<file path="config.mk">
export PLATFORM = sky130hd
export DESIGN_NAME = vtp_mag
export DESIGN_NICKNAME = d
export VERILOG_FILES = /design/src/sv/vtp_pkg.sv /design/src/sv/vtp_div8.sv /design/src/sv/vtp_mag.sv
export SDC_FILE = /design/constraint.sdc
export NUM_CORES = 2
export LEC_CHECK = 0
export BUFFER_PORTS_ARGS = -buffer_cell sky130_fd_sc_hd__buf_2
export CORE_MARGIN = 3
export CORE_UTILIZATION = 65
export DETAILED_ROUTE_END_ITERATION = 7
export GPL_TIMING_DRIVEN = 0
export HOLD_SLACK_MARGIN = 0.15
export PLACE_DENSITY = 0.82
export SLEW_MARGIN = 20
export SYNTH_ARGS = -nofsm -noshare
export SYNTH_HDL_FRONTEND = slang
export SYNTH_SLANG_ARGS = --single-unit
export TNS_END_PERCENT = 30
</file>
<file path="constraint.sdc">
create_clock -name clk -period 20 [get_ports clk]
set_input_delay 3 -clock clk [delete_from_list [all_inputs] [get_ports clk]]
set_output_delay 3 -clock clk [all_outputs]
set_load 0.02 [all_outputs]
</file>
<file path="src/sv/vtp_pkg.sv">
// vtp_pkg.sv: shared constants, types and arithmetic helpers for the voxel texture packer.
// Depends on nothing; every other file of the block but vtp_delay imports it.
`default_nettype none

package vtp_pkg;

  localparam int SAMPLE_BITS_DEF = 16;

  // Stage counts of the pipeline sections
  localparam int FRONT_LAT   = 2;
  localparam int DIV_LAT     = 8;
  localparam int VAL_LAT     = 2 + DIV_LAT;
  localparam int NORM_LAT    = 16;
  localparam int SQRT_STAGES = 12;
  localparam int MAG_LAT     = 1 + SQRT_STAGES + 1 + DIV_LAT;
  localparam int PIPE_LAT    = FRONT_LAT + MAG_LAT;

  // 255 squared: scale of the normal and magnitude comparisons
  localparam logic [15:0] NORM_SCALE     = 16'd65025;
  localparam logic [7:0]  NORM_ZERO_BYTE = 8'd127;
  localparam logic [7:0]  BYTE_MAX       = 8'd255;

  typedef enum logic [1:0] {
    REG_VALUE_LOW,
    REG_VALUE_HIGH,
    REG_MAG_LOW,
    REG_MAG_HIGH
  } cfg_reg_t;

  typedef struct packed {
    logic zero;
    logic sat;
  } div_flags_t;

  typedef struct packed {
    logic [25:0] rem;
    logic [23:0] root;
  } sqrt_t;

  // One digit of the bitwise integer square root
  function automatic sqrt_t sqrt_step(sqrt_t x, logic [1:0] pair);
    logic [25:0] r;
    logic [25:0] trial;
    sqrt_t y;
    r     = {x.rem[23:0], pair};
    trial = {x.root, 2'b01};
    if (r >= trial) begin
      y.rem  = r - trial;
      y.root = {x.root[22:0], 1'b1};
    end else begin
      y.rem  = r;
      y.root = {x.root[22:0], 1'b0};
    end
    return y;
  endfunction

  // Square of |2c-255|, which is always odd and at most 255
  function automatic logic [15:0] odd_sq(logic [7:0] c);
    logic [7:0] m;
    m = c[7] ? {c[6:0], 1'b1} : ~{c[6:0], 1'b0};
    return {8'b0, m} * {8'b0, m};
  endfunction

endpackage

`default_nettype wire

</file>
<file path="src/sv/vtp_div8.sv">
// vtp_div8.sv: pipelined restoring divider giving an 8-bit quotient, one bit per stage.
// Depends on vtp_pkg (DIV_LAT, div_flags_t, BYTE_MAX).
`default_nettype none

module vtp_div8 import vtp_pkg::*; #(
  parameter int W = 16
) (
  input  logic         clk,
  input  logic         en,
  input  logic [W+7:0] num,
  input  logic [W-1:0] d,
  input  div_flags_t   flags,
  output logic [7:0]   q
);

  localparam int RW = W + 8;

  logic [RW-1:0] rem [DIV_LAT];
  logic [7:0]    qb  [DIV_LAT];
  div_flags_t    fl  [DIV_LAT];

  for (genvar i = 0; i < DIV_LAT; i++) begin : g_step
    logic [RW-1:0] rem_in;
    logic [RW-1:0] shifted;
    logic [RW-1:0] rem_next;
    logic [7:0]    q_in;
    logic [7:0]    q_next;
    div_flags_t    fl_in;
    logic          ge;

    if (i == 0) begin : g_first
      assign rem_in = num;
      assign q_in   = '0;
      assign fl_in  = flags;
    end else begin : g_chain
      assign rem_in = rem[i-1];
      assign q_in   = qb[i-1];
      assign fl_in  = fl[i-1];
    end

    // Try the shifted divisor for this quotient bit
    always_comb begin
      shifted  = RW'(d) << (DIV_LAT - 1 - i);
      ge       = rem_in >= shifted;
      rem_next = ge ? rem_in - shifted : rem_in;
      q_next   = q_in | (ge ? 8'(1 << (DIV_LAT - 1 - i)) : 8'd0);
    end

    // Hold on stall; the last stage applies the empty-window and saturation overrides
    always_ff @(posedge clk) begin
      if (en) begin
        rem[i] <= rem_next;
        fl[i]  <= fl_in;
        if (i == DIV_LAT - 1 && fl_in.zero) begin
          qb[i] <= '0;
        end else if (i == DIV_LAT - 1 && fl_in.sat) begin
          qb[i] <= BYTE_MAX;
        end else begin
          qb[i] <= q_next;
        end
      end
    end
  end

  assign q = qb[DIV_LAT-1];

endmodule

`default_nettype wire

</file>
<file path="src/sv/vtp_mag.sv">
// vtp_mag.sv: gradient length path: scale by 255^2, pipelined square root, window and divide.
// Depends on vtp_pkg (sqrt_step, sqrt_t) and vtp_div8.
`default_nettype none

module vtp_mag import vtp_pkg::*; (
  input  logic        clk,
  input  logic        en,
  input  logic [31:0] s,
  input  logic [15:0] magnitude_low,
  input  logic [15:0] magnitude_high,
  output logic [7:0]  magnitude_byte
);

  logic [47:0] n0;
  logic [47:0] sn [SQRT_STAGES];
  sqrt_t       st [SQRT_STAGES];

  logic [23:0] root;
  logic [23:0] base;
  logic [15:0] span;
  logic [23:0] diff_next;
  logic [23:0] diff;
  div_flags_t  fl_next;
  div_flags_t  fl;

  // Radicand 65025 * sum of squares
  always_ff @(posedge clk) begin
    if (en) begin
      n0 <= {16'b0, s} * {32'b0, NORM_SCALE};
    end
  end

  // Two root digits per stage
  for (genvar j = 0; j < SQRT_STAGES; j++) begin : g_sqrt
    logic [47:0] n_in;
    sqrt_t       st_in;

    if (j == 0) begin : g_first
      assign n_in  = n0;
      assign st_in = '0;
    end else begin : g_chain
      assign n_in  = sn[j-1];
      assign st_in = st[j-1];
    end

    always_ff @(posedge clk) begin
      if (en) begin
        sn[j] <= n_in;
        st[j] <= sqrt_step(sqrt_step(st_in, n_in[47-4*j -: 2]), n_in[45-4*j -: 2]);
      end
    end
  end

  assign root = st[SQRT_STAGES-1].root;

  // Offset by 255 * low end, flag an empty window or a root at or below the low end, and overflow past 255
  always_comb begin
    base         = {magnitude_low, 8'b0} - {8'b0, magnitude_low};
    span         = magnitude_high - magnitude_low;
    diff_next    = root - base;
    fl_next.zero = !(magnitude_high > magnitude_low) || !(root > base);
    fl_next.sat  = diff_next >= {span, 8'b0};
  end

  always_ff @(posedge clk) begin
    if (en) begin
      diff <= diff_next;
      fl   <= fl_next;
    end
  end

  vtp_div8 #(.W(16)) u_div (
    .clk   (clk),
    .en    (en),
    .num   (diff),
    .d     (span),
    .flags (fl),
    .q     (magnitude_byte)
  );

endmodule

`default_nettype wire

</file>
==> impl_metrics.toml <==
[sta]
final-setup-viol-count = 0
hold_viol = 0
max-slew-margin-rel_pct = 26.5
worst_pin_slew_ns = 1.10
post-route-min-period_ns = 9.28
clock_skew_ns = 0.0236
total_negative_setup_slack_ns = 0
final-max-slew-violation-count = 0
fin_ws_ns = 10.72
rsz0062_at_grt = "no"
period_share_pct = 46.4
maxClockFrequency_mhz = 108

[floorplanning]
die_h_um = 328
floorplan.io_pins = 74
die_area_um2 = 108000
design.core.area_um2 = 102000
die_w_um = 328
std_cell_rows = 117
initial_utilization_pct = 65.9

[drt]
final_antenna_net_count = 0
wl_per_cell_um = 19.2
vias = 49626
drt_wl_total_um = 155000
detail_route.first_pass.iterations = 6
detail_route.drc_violations = 0
avgViaCountPerCell = 6.14
first_iter_violations = 4184

[final_layout]
mostFrequentLayoutCells = "edfxtp_1, ha_1, inv_1"
fillers = 7210
final-instance-count-excl-fill = 8084
drive_above_1_share_pct = 6.72
num_antenna_cells = 0
layout.cells.most_common = "edfxtp_1"
layout_overhead_on_the_synthesized_area_pct = 8.73
finish.net_count = 7507
fin_area_um2 = 73500

[grt]
grt_max_degree = 154
antenna_found_initial = 0
grt_use_total_pct = 28.3
grt_pass1_wl_um = 247000
vias_in_the_first_global_route = 48277
overflow = 0

[power_and_ir_drop]
total_power_uw = 11700
p_leak_uw = 0.0303
vdd_drop_max_v = 0.000123
powerDensity_nw_per_um2 = 159

[synthesis]
synth-edff-count = 962
synth_async_sr_flop_share_pct = 0
post_synth_instance_area_um2 = 67600
post_synthesis_sequential_area_ratio_pct = 42.8
synth_ff_type = "edfxtp_1"
avgSynthCellArea_um2 = 10.5
syn_inst = 6442
synth_cell_type_count = 112
yosys_register_bits = 962
synth.yosys.warnings = 0

[placement]
io_buffers = 73
dpl.cell_count = 7905
placed_wire_length_estimate_after_detailed_placement_um = 119000
detailedPlace.worstSlack_ns = 10.09
placement.cell_area_um2 = 70100
gp_routability_congestion = 0.947

[clock_tree]
clock_latency_ns = 0.69
cts_buffer_depth = 3
htree_num_levels = 3
cts-resized-gates = 0
cts_tree = "yes"
clock_pin_slew_worst_setup_and_hold_paths_ns = 0.06
numClockSinks = 962
cts_post_setup_buffers_inserted = 0
cts_hold_buf = 0
clk_root_buf = "clkbuf_16"
cts_made_buffers = 98

[critical_path]
critPathCaptureType = "flip-flop"
worstPathMaxFanout = 5
crit_required_ns = 20.54
arrival_time_at_the_worst_endpoint_ns = 9.82
timing.setup.critical_path_class = "in2reg"
cp-start-kind = "input port"

[run_status]
run_status = "completed"

[min_path]
hold_class = "reg2reg"

[job]
max_cap_violations = 0
==> cells by family after synthesis <==
group           after synthesis  share of synthesized area (%)
buf+inv                     639                           3.62
fa+ha+maj                   804                           16.5
xor+xnor                    572                           7.42
compound gates             1530                           14.4
simple gates               1828                           13.5
other cells                   1                        0.00555
mux                         106                           1.74
flops                       962                           42.8
==> worst paths after layout <==
check        depth (start not counted)  slack (ns)                  to               start
max                                 21       10.72  g_sqrt[0].n_in[47]                s[3]
min                                  0        0.40           sn[0][35]  g_sqrt[0].n_in[35]
max reg2reg                         24       12.91          st[2][142]            sn[9][6]
min reg2reg                          0        0.40           sn[0][35]  g_sqrt[0].n_in[35]
==> stage by stage <==
stage                     hold slack (ns)  util (%)
after global placement              0.400      68.0
after detailed placement            0.405      68.4
after global routing                0.395      71.7
final                               0.395      71.7
after CTS                           0.395      71.7
after floorplan                     0.400         -
==> critical path, stage by stage <==
cell	delay, ns
buf_2	0.15
inv_1	0.11
fa_1	0.61
inv_1	0.08
fa_1	0.51
fa_1	0.52
fa_1	0.58
fa_1	0.43
ha_1	0.31
ha_1	0.37
a211oi_1	0.46
o31ai_1	0.19
a21oi_1	0.18
o21ai_0	0.23
o2111ai_1	0.39
a211oi_1	0.19
o41ai_1	0.75
o21ai_0	0.25
o21ai_0	0.26
a21oi_1	0.10
a31oi_1	0.13
==> final cells by class <==
type / count / area, um^2 / area share, %
flip-flops and latches: 962 / 28900 / 39.3
inverters: 536 / 2010 / 2.74
plain buffers: 103 / 435 / 0.593
multi-input cells: 4842 / 36300 / 49.5
repair buffers: 94 / 749 / 1.02
clock buffers: 113 / 2510 / 3.42
well taps: 1368 / 1710 / 2.33
clock inverters: 66 / 815 / 1.11
==> metal layers <==
layer | share of wire [%] | GRT usage, % | vias up
met5 | 0 | 0 | -
met4 | 3.5 | 10.6 | 0
met3 | 5.5 | 3.24 | 314
met1 | 42 | 37.4 | 23687
met2 | 48 | 48.2 | 1584
li1 | - | - | 24041
==> registers in the layout, indices dropped and copies added, names as in the netlist <==
name,count
st,406
sn,264
u_div.rem,168
g_sqrt.n_in,48
u_div.qb,36
diff,24
u_div.fl,14
fl,2
==> cells in the mapped netlist, types with 74 or more instances <==
master	number	area [um^2]
edfxtp_1	962	28900
ha_1	655	8200
inv_1	528	1980
nand2_1	479	1800
nor2_1	453	1700
a21oi_1	450	2250
o21ai_0	373	1870
xnor2_1	342	3000
xor2_1	230	2010
a21o_1	200	1500
nor3_1	161	806
fa_1	149	2980
nand3_1	135	676
nand4_1	83	519
nand2b_1	80	500
mux2_2	74	833
==> where the power goes <==
part           internal (uW)  switching, uW
clock                   1070            791
combinational           2740           3610
sequential              3120            343
total                   6920           4750
No activity file was read; power rests on OpenSTA's default activity.
