**src/sv/vtp_pkg.sv**
```systemverilog
// vtp_pkg.sv: shared constants, types and arithmetic helpers for the voxel texture packer.
// Depends on nothing; every other file of the block but vtp_delay imports it.
`default_nettype none

package vtp_pkg;

  localparam int SAMPLE_BITS_DEF = 16;

  // Stage counts of the pipeline sections
  localparam int FRONT_LAT   = 2;
  localparam int DIV_LAT     = 8;
  localparam int VAL_LAT     = 2 + DIV_LAT;
  localparam int NORM_LAT    = 16;
  localparam int SQRT_STAGES = 12;
  localparam int MAG_LAT     = 1 + SQRT_STAGES + 1 + DIV_LAT;
  localparam int PIPE_LAT    = FRONT_LAT + MAG_LAT;

  // 255 squared: scale of the normal and magnitude comparisons
  localparam logic [15:0] NORM_SCALE     = 16'd65025;
  localparam logic [7:0]  NORM_ZERO_BYTE = 8'd127;
  localparam logic [7:0]  BYTE_MAX       = 8'd255;

  typedef enum logic [1:0] {
    REG_VALUE_LOW,
    REG_VALUE_HIGH,
    REG_MAG_LOW,
    REG_MAG_HIGH
  } cfg_reg_t;

  typedef struct packed {
    logic zero;
    logic sat;
  } div_flags_t;

  typedef struct packed {
    logic [25:0] rem;
    logic [23:0] root;
  } sqrt_t;

  // One digit of the bitwise integer square root
  function automatic sqrt_t sqrt_step(sqrt_t x, logic [1:0] pair);
    logic [25:0] r;
    logic [25:0] trial;
    sqrt_t y;
    r     = {x.rem[23:0], pair};
    trial = {x.root, 2'b01};
    if (r >= trial) begin
      y.rem  = r - trial;
      y.root = {x.root[22:0], 1'b1};
    end else begin
      y.rem  = r;
      y.root = {x.root[22:0], 1'b0};
    end
    return y;
  endfunction

  // Square of |2c-255|, which is always odd and at most 255
  function automatic logic [15:0] odd_sq(logic [7:0] c);
    logic [7:0] m;
    m = c[7] ? {c[6:0], 1'b1} : ~{c[6:0], 1'b0};
    return {8'b0, m} * {8'b0, m};
  endfunction

endpackage

`default_nettype wire

```
**src/sv/vtp_div8.sv**
```systemverilog
// vtp_div8.sv: pipelined restoring divider giving an 8-bit quotient, one bit per stage.
// Depends on vtp_pkg (DIV_LAT, div_flags_t, BYTE_MAX).
`default_nettype none

module vtp_div8 import vtp_pkg::*; #(
  parameter int W = 16
) (
  input  logic         clk,
  input  logic         en,
  input  logic [W+7:0] num,
  input  logic [W-1:0] d,
  input  div_flags_t   flags,
  output logic [7:0]   q
);

  localparam int RW = W + 8;

  logic [RW-1:0] rem [DIV_LAT];
  logic [7:0]    qb  [DIV_LAT];
  div_flags_t    fl  [DIV_LAT];

  for (genvar i = 0; i < DIV_LAT; i++) begin : g_step
    logic [RW-1:0] rem_in;
    logic [RW-1:0] shifted;
    logic [RW-1:0] rem_next;
    logic [7:0]    q_in;
    logic [7:0]    q_next;
    div_flags_t    fl_in;
    logic          ge;

    if (i == 0) begin : g_first
      assign rem_in = num;
      assign q_in   = '0;
      assign fl_in  = flags;
    end else begin : g_chain
      assign rem_in = rem[i-1];
      assign q_in   = qb[i-1];
      assign fl_in  = fl[i-1];
    end

    // Try the shifted divisor for this quotient bit
    always_comb begin
      shifted  = RW'(d) << (DIV_LAT - 1 - i);
      ge       = rem_in >= shifted;
      rem_next = ge ? rem_in - shifted : rem_in;
      q_next   = q_in | (ge ? 8'(1 << (DIV_LAT - 1 - i)) : 8'd0);
    end

    // Hold on stall; the last stage applies the empty-window and saturation overrides
    always_ff @(posedge clk) begin
      if (en) begin
        rem[i] <= rem_next;
        fl[i]  <= fl_in;
        if (i == DIV_LAT - 1 && fl_in.zero) begin
          qb[i] <= '0;
        end else if (i == DIV_LAT - 1 && fl_in.sat) begin
          qb[i] <= BYTE_MAX;
        end else begin
          qb[i] <= q_next;
        end
      end
    end
  end

  assign q = qb[DIV_LAT-1];

endmodule

`default_nettype wire

```
**src/sv/vtp_value.sv**
```systemverilog
// vtp_value.sv: value window path: clamp, offset, scale by 255 and divide by the window span.
// Depends on vtp_pkg and vtp_div8.
`default_nettype none

module vtp_value import vtp_pkg::*; #(
  parameter int SAMPLE_BITS = SAMPLE_BITS_DEF
) (
  input  logic                          clk,
  input  logic                          en,
  input  logic signed [SAMPLE_BITS-1:0] sample,
  input  logic signed [SAMPLE_BITS-1:0] value_low,
  input  logic signed [SAMPLE_BITS-1:0] value_high,
  output logic [7:0]                    value_byte
);

  localparam int DW = SAMPLE_BITS + 1;

  logic signed [SAMPLE_BITS-1:0] clamped;
  logic [DW-1:0]   span;
  logic [DW-1:0]   diff_next;
  logic [DW-1:0]   diff;
  logic [DW+7:0]   num;
  div_flags_t      fl1;
  div_flags_t      fl2;

  // Clamp to the window and take the offset from its low end
  always_comb begin
    clamped = sample;
    if (sample < value_low) begin
      clamped = value_low;
    end else if (sample > value_high) begin
      clamped = value_high;
    end
    diff_next = {clamped[SAMPLE_BITS-1], clamped} - {value_low[SAMPLE_BITS-1], value_low};
    span      = {value_high[SAMPLE_BITS-1], value_high} - {value_low[SAMPLE_BITS-1], value_low};
  end

  // Offset stage, then times 255 as shift and subtract
  always_ff @(posedge clk) begin
    if (en) begin
      diff     <= diff_next;
      fl1.zero <= !(value_high > value_low);
      fl1.sat  <= 1'b0;
      num      <= {diff, 8'b0} - {8'b0, diff};
      fl2      <= fl1;
    end
  end

  vtp_div8 #(.W(DW)) u_div (
    .clk   (clk),
    .en    (en),
    .num   (num),
    .d     (span),
    .flags (fl2),
    .q     (value_byte)
  );

endmodule

`default_nettype wire

```
**config.mk**
```make
export PLATFORM = sky130hd
export DESIGN_NAME = vtp_value
export DESIGN_NICKNAME = d
export VERILOG_FILES = /design/src/sv/vtp_pkg.sv /design/src/sv/vtp_div8.sv /design/src/sv/vtp_value.sv
export SDC_FILE = /design/constraint.sdc
export NUM_CORES = 1
export LEC_CHECK = 0
export ABC_AREA = 1
export BUFFER_PORTS_ARGS = -buffer_cell sky130_fd_sc_hd__buf_2
export CORE_AREA = 2 2 225 227
export CTS_CLUSTER_DIAMETER = 120
export DETAILED_ROUTE_END_ITERATION = 7
export DIE_AREA = 0 0 227 229
export GPL_TIMING_DRIVEN = 0
export PLACE_DENSITY_LB_ADDON = 0.1
export SLEW_MARGIN = 20
export SYNTH_ARGS = -nofsm -noshare
export SYNTH_HDL_FRONTEND = slang
export SYNTH_HIERARCHICAL = 1
export SYNTH_SLANG_ARGS = --single-unit
```
**constraint.sdc**
```tcl
create_clock -name clk -period 8.6 [get_ports clk]
set_clock_uncertainty 0.2 [all_clocks]
set_input_delay 0.43 -clock clk [delete_from_list [all_inputs] [get_ports clk]]
set_output_delay 0.43 -clock clk [all_outputs]
set_load 0.05 [all_outputs]
```
==> reports/qor.csv, run 1 <==
stage;metric;value;unit
clock_network;clock buffer depth;3;
final_layout;antenna cells;0;
global_routing;antenna violations before repair;2;
min_path;HP Class;in2reg;
synth;count leader, synth;nand2_1;
placed_design;gpl congestion;0.951;
sta;worst hold margin;152;ps
clock_network;# clock sinks;269;
sta;Tmin final;4450;ps
synth;top cell type's share of synthesized area;32.9;%
clock_network;TritonCTS clock tree;built;
synth;Yosys cell types;55;
clock_network;post-CTS sizing;0;
final_layout;Nets;3902;
setup_path;crit path DAT;4530;ps
power;Tot Pwr;10.7;mW
power;Switching Fraction;50.5;%
synth;ranking of synthesized cells by area;edfxtp_1 (33%), nand2_1 (22%), ha_1 (11%), inv_1 (9.1%), nand3_1 (3.9%);
clock_network;htree depth;2;
sta;setup TNS;0;ps
setup_path;CP required;8680;ps
global_routing;grt total ovfl;0;
synth;Synthesized Nets;3807;
setup_path;crit path capture type;flip-flop;
final_layout;post-route cell area;0.0269;mm^2
sta;setup violators final;0;
die;I/O pins;58;
final_layout;share of cells above drive strength 1;8.23;%
sta;slew margin rel.;36.4;%
synth;Async S/R FF share, synth;0;%
global_routing;vias in the first global route;21200;
detailed_routing;antenna viol nets, final;0;
clock_network;root buffer cell;clkbuf_16;
clock_network;Post-CTS Setup Inserts;0;
die;die area;0.0520;mm^2
power;Comb pwr share;61.8;%
synth;number of synthesized register bits;269;
detailed_routing;Detailed Route WL;74.3;mm
synth;post-synth top area cell;edfxtp_1;
detailed_routing;Pre-antenna DRT Iters;6;
sta;fin. max-slew vios;0;
power;maximum vdd drop;0.218;mV
power;P_int;5.28;mW
clock_network;CTS Buf Count;34;
synth;Mapped Area;0.0246;mm^2
synth;Syn Inst Count;3538;
clock_network;Clk pin slew, worst setup/hold paths;60;ps
setup_path;Worst Path Max Fanout;10;
die;Starting Density;49.5;%
placed_design;Final HPWL DP;59.3;mm
power;Clk pwr share;13.4;%
synth;number of synthesized flops with an enable pin;269;
synth;yosys warns;6;
die;die height;229;um
sta;Worst-Margin Slew;953;ps
sta;unrepaired setup endpoints after global routing;false;
detailed_routing;DR iter-0 viols;1732;
sta;Max Fclk;0.225;GHz
die;CORE AREA;0.0497;mm^2
die;DIE WIDTH;227;um
placed_design;Post-Place Setup Slack;3590;ps
global_routing;total global-route track usage;28.8;%
run_status;outcome;finished, final reports clean;
die;Placement Rows;82;
flow_run;max_cap viols;0;
final_layout;P&R area growth vs syn;9.38;%
placed_design;Cell Area, Placed;0.0258;mm^2
power;switching pwr;5.37;mW
setup_path;Worst setup SP type;input pin;
global_routing;largest net degree at the start of global routing;105;
global_routing;first-pass GRT wire length;115;mm
synth;Top FF cell, synth;edfxtp_1;
power;P_leak;14.2;nW
detailed_routing;DR WL/cell;17.2;um
placed_design;input/output buffers;57;
detailed_routing;vias;22100;
sta;Hold Vio Cnt, Final;0;
detailed_routing;Avg Vias per Cell;5.11;
synth;commonest cells in the netlist;nand2_1 (1423), inv_1 (596), edfxtp_1 (269);
power;Seq pwr share;24.8;%
synth;sequential area share after synthesis;32.9;%
clock_network;Worst-Skew Late Latency;550;ps
sta;fin crit share;51.7;%
detailed_routing;drc violations;0;
synth;synthesized area per cell;6.95;um^2
clock_network;CTS Hold Bufs;0;
setup_path;Setup CP Type;in2reg;
sta;PnR worst setup slack;4150;ps
power;PwrDens;396;mW/mm^2
==> state kept, by name, summed over array words and instances (netlist names) <==
signal	count
u_div/rem	175
u_div/qb	36
num	25
diff	17
u_div/fl	14
fl1	1
fl2	1
==> power by group through the flow <==
stage               Clock [mW]  Combinational [mW]  Sequential, mW
finish                    1.43                6.58            2.64
global route              1.52                7.46            2.68
CTS                       1.47                6.53            2.64
detailed placement           0                6.48            2.67
global placement             0                6.44            2.67
floorplan                    0                4.83            2.45
==> layer usage <==
| metal | GRT usage, % | up-vias | part of all wire, % |
|---|---|---|---|
| li1 | - | 11300 | - |
| met1 | 36.5 | 9973 | 42 |
| met2 | 48.1 | 619 | 47 |
| met3 | 4.86 | 178 | 5.9 |
| met4 | 12.9 | 4 | 4.8 |
| met5 | 0 | - | 0.035 |
==> worst max-delay path, cell delays in order <==
cell and delay, ps:
buf_2 120, inv_1 50, ha_1 200, fa_1 420
o21ai_2 250, a21boi_0 180, o21ai_0 320, a21oi_1 140
xnor2_1 140, inv_1 690, ha_1 350, nand2_1 70
inv_1 90, nand2_1 120, nor3_1 260, nand3_2 160
nand3_1 130, nor2_2 50, buf_4 170, nand2_1 70
nand2_1 80
==> final cells by class <==
class	count	area [um^2]
multi-input cells	2614	13900
plain buffers	34	314
flip-flops and latches	269	8080
well taps	672	841
clock inverters	20	220
repair buffers	59	350
inverters	621	2340
fillers	4962	22800
clock buffers	40	895
==> final timing paths <==
path                        start               end  slack [ps]  depth (start not counted)
setup / recovery    value_high[0]   u_div/rem[2][5]        4150                         21
hold / removal                 en  u_div/rem[3][23]         150                          1
setup reg to reg  u_div/rem[1][5]  u_div/rem[2][15]        5910                         12
hold reg to reg   u_div/qb[0][23]   u_div/qb[0][31]         220                          0
==> per-stage QoR <==
step                std cells  util (%)
floorplan                3538         -
global placement         4267      51.8
detailed placement       4269      51.9
CTS                      4329      54.2
global route             4329      54.2
finish                   4329      54.2
==> cell usage in the layout (no fill, tap or decap), drive strengths merged, types with 2 or more instances in the layout <==
master,instances
buf,89
o21ai,41
a21boi,3
and3,3
nor2,280
xnor2,19
nand2,1473
a31oi,4
nand3b,14
or2,3
a21o,8
a211oi,2
nand3,215
inv,618
o21bai,6
ha,210
xor2,85
clkbuf,44
fa,9
bufinv,4
o21a,3
clkinv,19
and2,7
a21oi,143
nand4,60
edfxtp,269
nor3,22
==> logic make-up (layout without fill, tap and decap cells) <==
group,after synthesis,after routing,share of synthesized area [%]
xor gates and xnor gates,104,104,3.70
other,1,1,0.0153
adders and majority gates,219,219,11.4
buffers and inverters,655,774,10.8
AOI/OAI and AO/OA,212,212,5.07
DFF,269,269,32.9
and+or+nand+nor,2078,2078,36.1
Note: power is estimated with default switching activity, not from simulation.
==> run 2, diff against run 1 <==
==> constraint.sdc (replaced) <==
create_clock -name clk -period 4.4 [get_ports clk]
set_clock_uncertainty 0.2 [all_clocks]
set_input_delay 0.22 -clock clk [delete_from_list [all_inputs] [get_ports clk]]
set_output_delay 0.22 -clock clk [all_outputs]
set_load 0.05 [all_outputs]
==> run 2 against run 1 <==
Net effect:
- wire length rose by 0.33%
- global-route usage unchanged
- clock power is 96% higher
- utilization is 0.14 points higher
- combinational power rose by 96%
- sequential cell count is the same
- total power increased by 96%
- die area did not move
- non-clock buffer count up 6
- final area is 0.26% higher
- sequential power is 95% higher
- critical endpoint is now u_div/rem[0][21]
==> reports/qor.csv, run 2 (synthesized netlist as in run 1, its figures left out) <==
stage;metric;value;unit
sta;Worst-Margin Slew;938;ps
placed_design;input/output buffers;57;
clock_network;CTS Buf Count;34;
power;Switching Fraction;50.5;%
setup_path;crit path DAT;4310;ps
clock_network;TritonCTS clock tree;built;
setup_path;Setup CP Type;in2reg;
clock_network;root buffer cell;clkbuf_16;
final_layout;most common cell after layout, fill and taps aside;nand2_1;
final_layout;Top reg by flops;u_div/rem;
final_layout;Final Util;54.3;%
setup_path;reg-to-reg setup timing slack;1690;ps
sta;fin crit share;94.1;%
power;P_leak;14.2;nW
setup_path;crit path capture type;flip-flop;
detailed_routing;Avg Vias per Cell;5.12;
min_path;Hold Crit Depth;5;
setup_path;CP required;4570;ps
sta;Max Fclk;0.242;GHz
final_layout;antenna cells;0;
clock_network;clock buffer depth;3;
global_routing;grt total ovfl;0;
die;die area;0.0520;mm^2
detailed_routing;DR WL/cell;17.2;um
placed_design;Final HPWL DP;59.3;mm
final_layout;Largest register FFs;175;
final_layout;Nets;3908;
global_routing;antenna violations before repair;2;
die;die height;229;um
sta;Hold Vio Cnt, Final;0;
power;Seq pwr share;24.7;%
detailed_routing;Pre-antenna DRT Iters;8;
sta;PnR worst setup slack;261;ps
min_path;WHS Endpoint;diff[2];
detailed_routing;antenna viol nets, final;0;
setup_path;Worst Path Max Fanout;10;
setup_path;Worst setup SP type;input pin;
power;Clk pwr share;13.4;%
placed_design;gpl congestion;0.951;
placed_design;Post-Place Setup Slack;-401;ps
clock_network;# clock sinks;269;
sta;slew margin rel.;37.4;%
setup_path;Worst R2R Path Depth;12;
die;Placement Rows;82;
sta;fin. max-slew vios;0;
power;PwrDens;774;mW/mm^2
global_routing;total global-route track usage;28.8;%
die;CORE AREA;0.0497;mm^2
setup_path;Crit Reg-Reg Startpoint;u_div/rem[1][5];
flow_run;max_cap viols;0;
global_routing;first-pass GRT wire length;115;mm
sta;setup violators final;0;
die;Starting Density;49.5;%
power;P_int;10.3;mW
clock_network;Worst-Skew Late Latency;540;ps
sta;Tmin final;4140;ps
final_layout;Largest regs;u_div/rem (175), u_div/qb (36), num (25);
global_routing;vias in the first global route;21200;
detailed_routing;Detailed Route WL;74.5;mm
power;Comb pwr share;61.9;%
power;maximum vdd drop;0.426;mV
run_status;outcome;finished, final reports clean;
min_path;HP Class;in2reg;
detailed_routing;drc violations;0;
clock_network;htree depth;2;
power;switching pwr;10.5;mW
detailed_routing;DR iter-0 viols;1694;
die;I/O pins;58;
global_routing;largest net degree at the start of global routing;105;
final_layout;fillcell total;4958;
detailed_routing;vias;22200;
setup_path;FF-to-FF End;u_div/rem[2][13];
sta;unrepaired setup endpoints after global routing;false;
final_layout;most frequent cells in the layout;nand2_1 (1423), inv_1 (595), edfxtp_1 (269);
final_layout;P&R area growth vs syn;9.66;%
die;DIE WIDTH;227;um
min_path;Min-Delay Startpoint;value_low[2];
clock_network;Clk pin slew, worst setup/hold paths;50;ps
final_layout;share of cells above drive strength 1;8.33;%
[run 2: changes by cell type in the layout (fill, tap and decap cells not counted)]
cell and delta:
dlygate4sd3_1 +3, buf_4 +2, buf_12 +1, clkinvlp_4 +1, inv_1 -1
[run 2: routing by layer]
layer / GRT usage, % / routed length [um] / vias up / share of wire [%]
met3: 4.85 / 4340 / 166 / 5.8
li1: - / - / 11400 / -
met1: 36.6 / 31700 / 10000 / 43
met5: 0 / 26 / - / 0.035
met4: 12.9 / 3520 / 4 / 4.7
met2: 48.1 / 34900 / 635 / 47
[run 2: power by group through the flow]
stage | combinational, mW | clock, mW | sequential [mW]
4_1_cts | 12.8 | 2.88 | 5.17
6_report | 12.9 | 2.80 | 5.16
5_1_grt | 14.6 | 2.97 | 5.23
3_3_place_gp | 12.6 | 0 | 5.22
2_1_floorplan | 9.45 | 0 | 4.78
3_5_place_dp | 12.7 | 0 | 5.21
[run 2: cell type report]
class	instances	area, um^2	area share [%]
multi-input combinational	2614	13900	51.4
sequential	269	8080	30.0
inverter	621	2340	8.69
clock buffer	40	895	3.32
tap	672	841	3.12
timing repair buffer	65	415	1.54
buffer	34	314	1.16
clock inverter	20	220	0.817
[run 2: timing repair]
item,in CTS,in global routing
endpoints found under the setup margin,0,92
endpoints found under the hold margin,57,0
setup buffers,0,3
gates resized for setup,0,1
hold buffers,3,0
[run 2: worst max-delay path by stage]
stage,startpoint,end,slack (ps),cells after the start
floorplan,value_high[0],u_div/rem[1][24],880,19
global placement,en,u_div/qb[1][29],-1620,3
detailed placement,value_high[0],u_div/rem[2][5],-400,21
CTS,value_high[0],u_div/rem[3][13],180,23
global route,value_low[2],u_div/rem[2][5],10,22
finish,value_low[2],u_div/rem[0][21],260,24
[run 2: per-stage QoR]
stage	TNS, ps	std cells	cell area [um^2]	hold WS [ps]	power, mW
final	0	4335	27000	122	20.9
after global routing	0	4335	27000	142	22.8
after floorplan	0	3538	24600	132	14.2
after global placement	-245250	4267	25700	201	17.8
after CTS	0	4332	26900	91.7	20.8
after detailed placement	-42860	4269	25800	205	17.9
[run 2: worst max-delay path, stage by stage]
cell      delay, ps
buf_2            90
inv_1            80
ha_1            350
a21oi_1         140
o21ai_1         120
a21boi_1        360
nor2_1           80
nor2_1          200
o21ai_0         130
xor2_1          160
inv_1           690
ha_1            420
nand2_1         110
inv_1            60
nand2_1          70
nand2_1          70
inv_1            90
nand2_1          60
nand2_1         100
nand3_2          90
nor2_4          210
buf_6           190
nand2_1          60
nand2_1         150
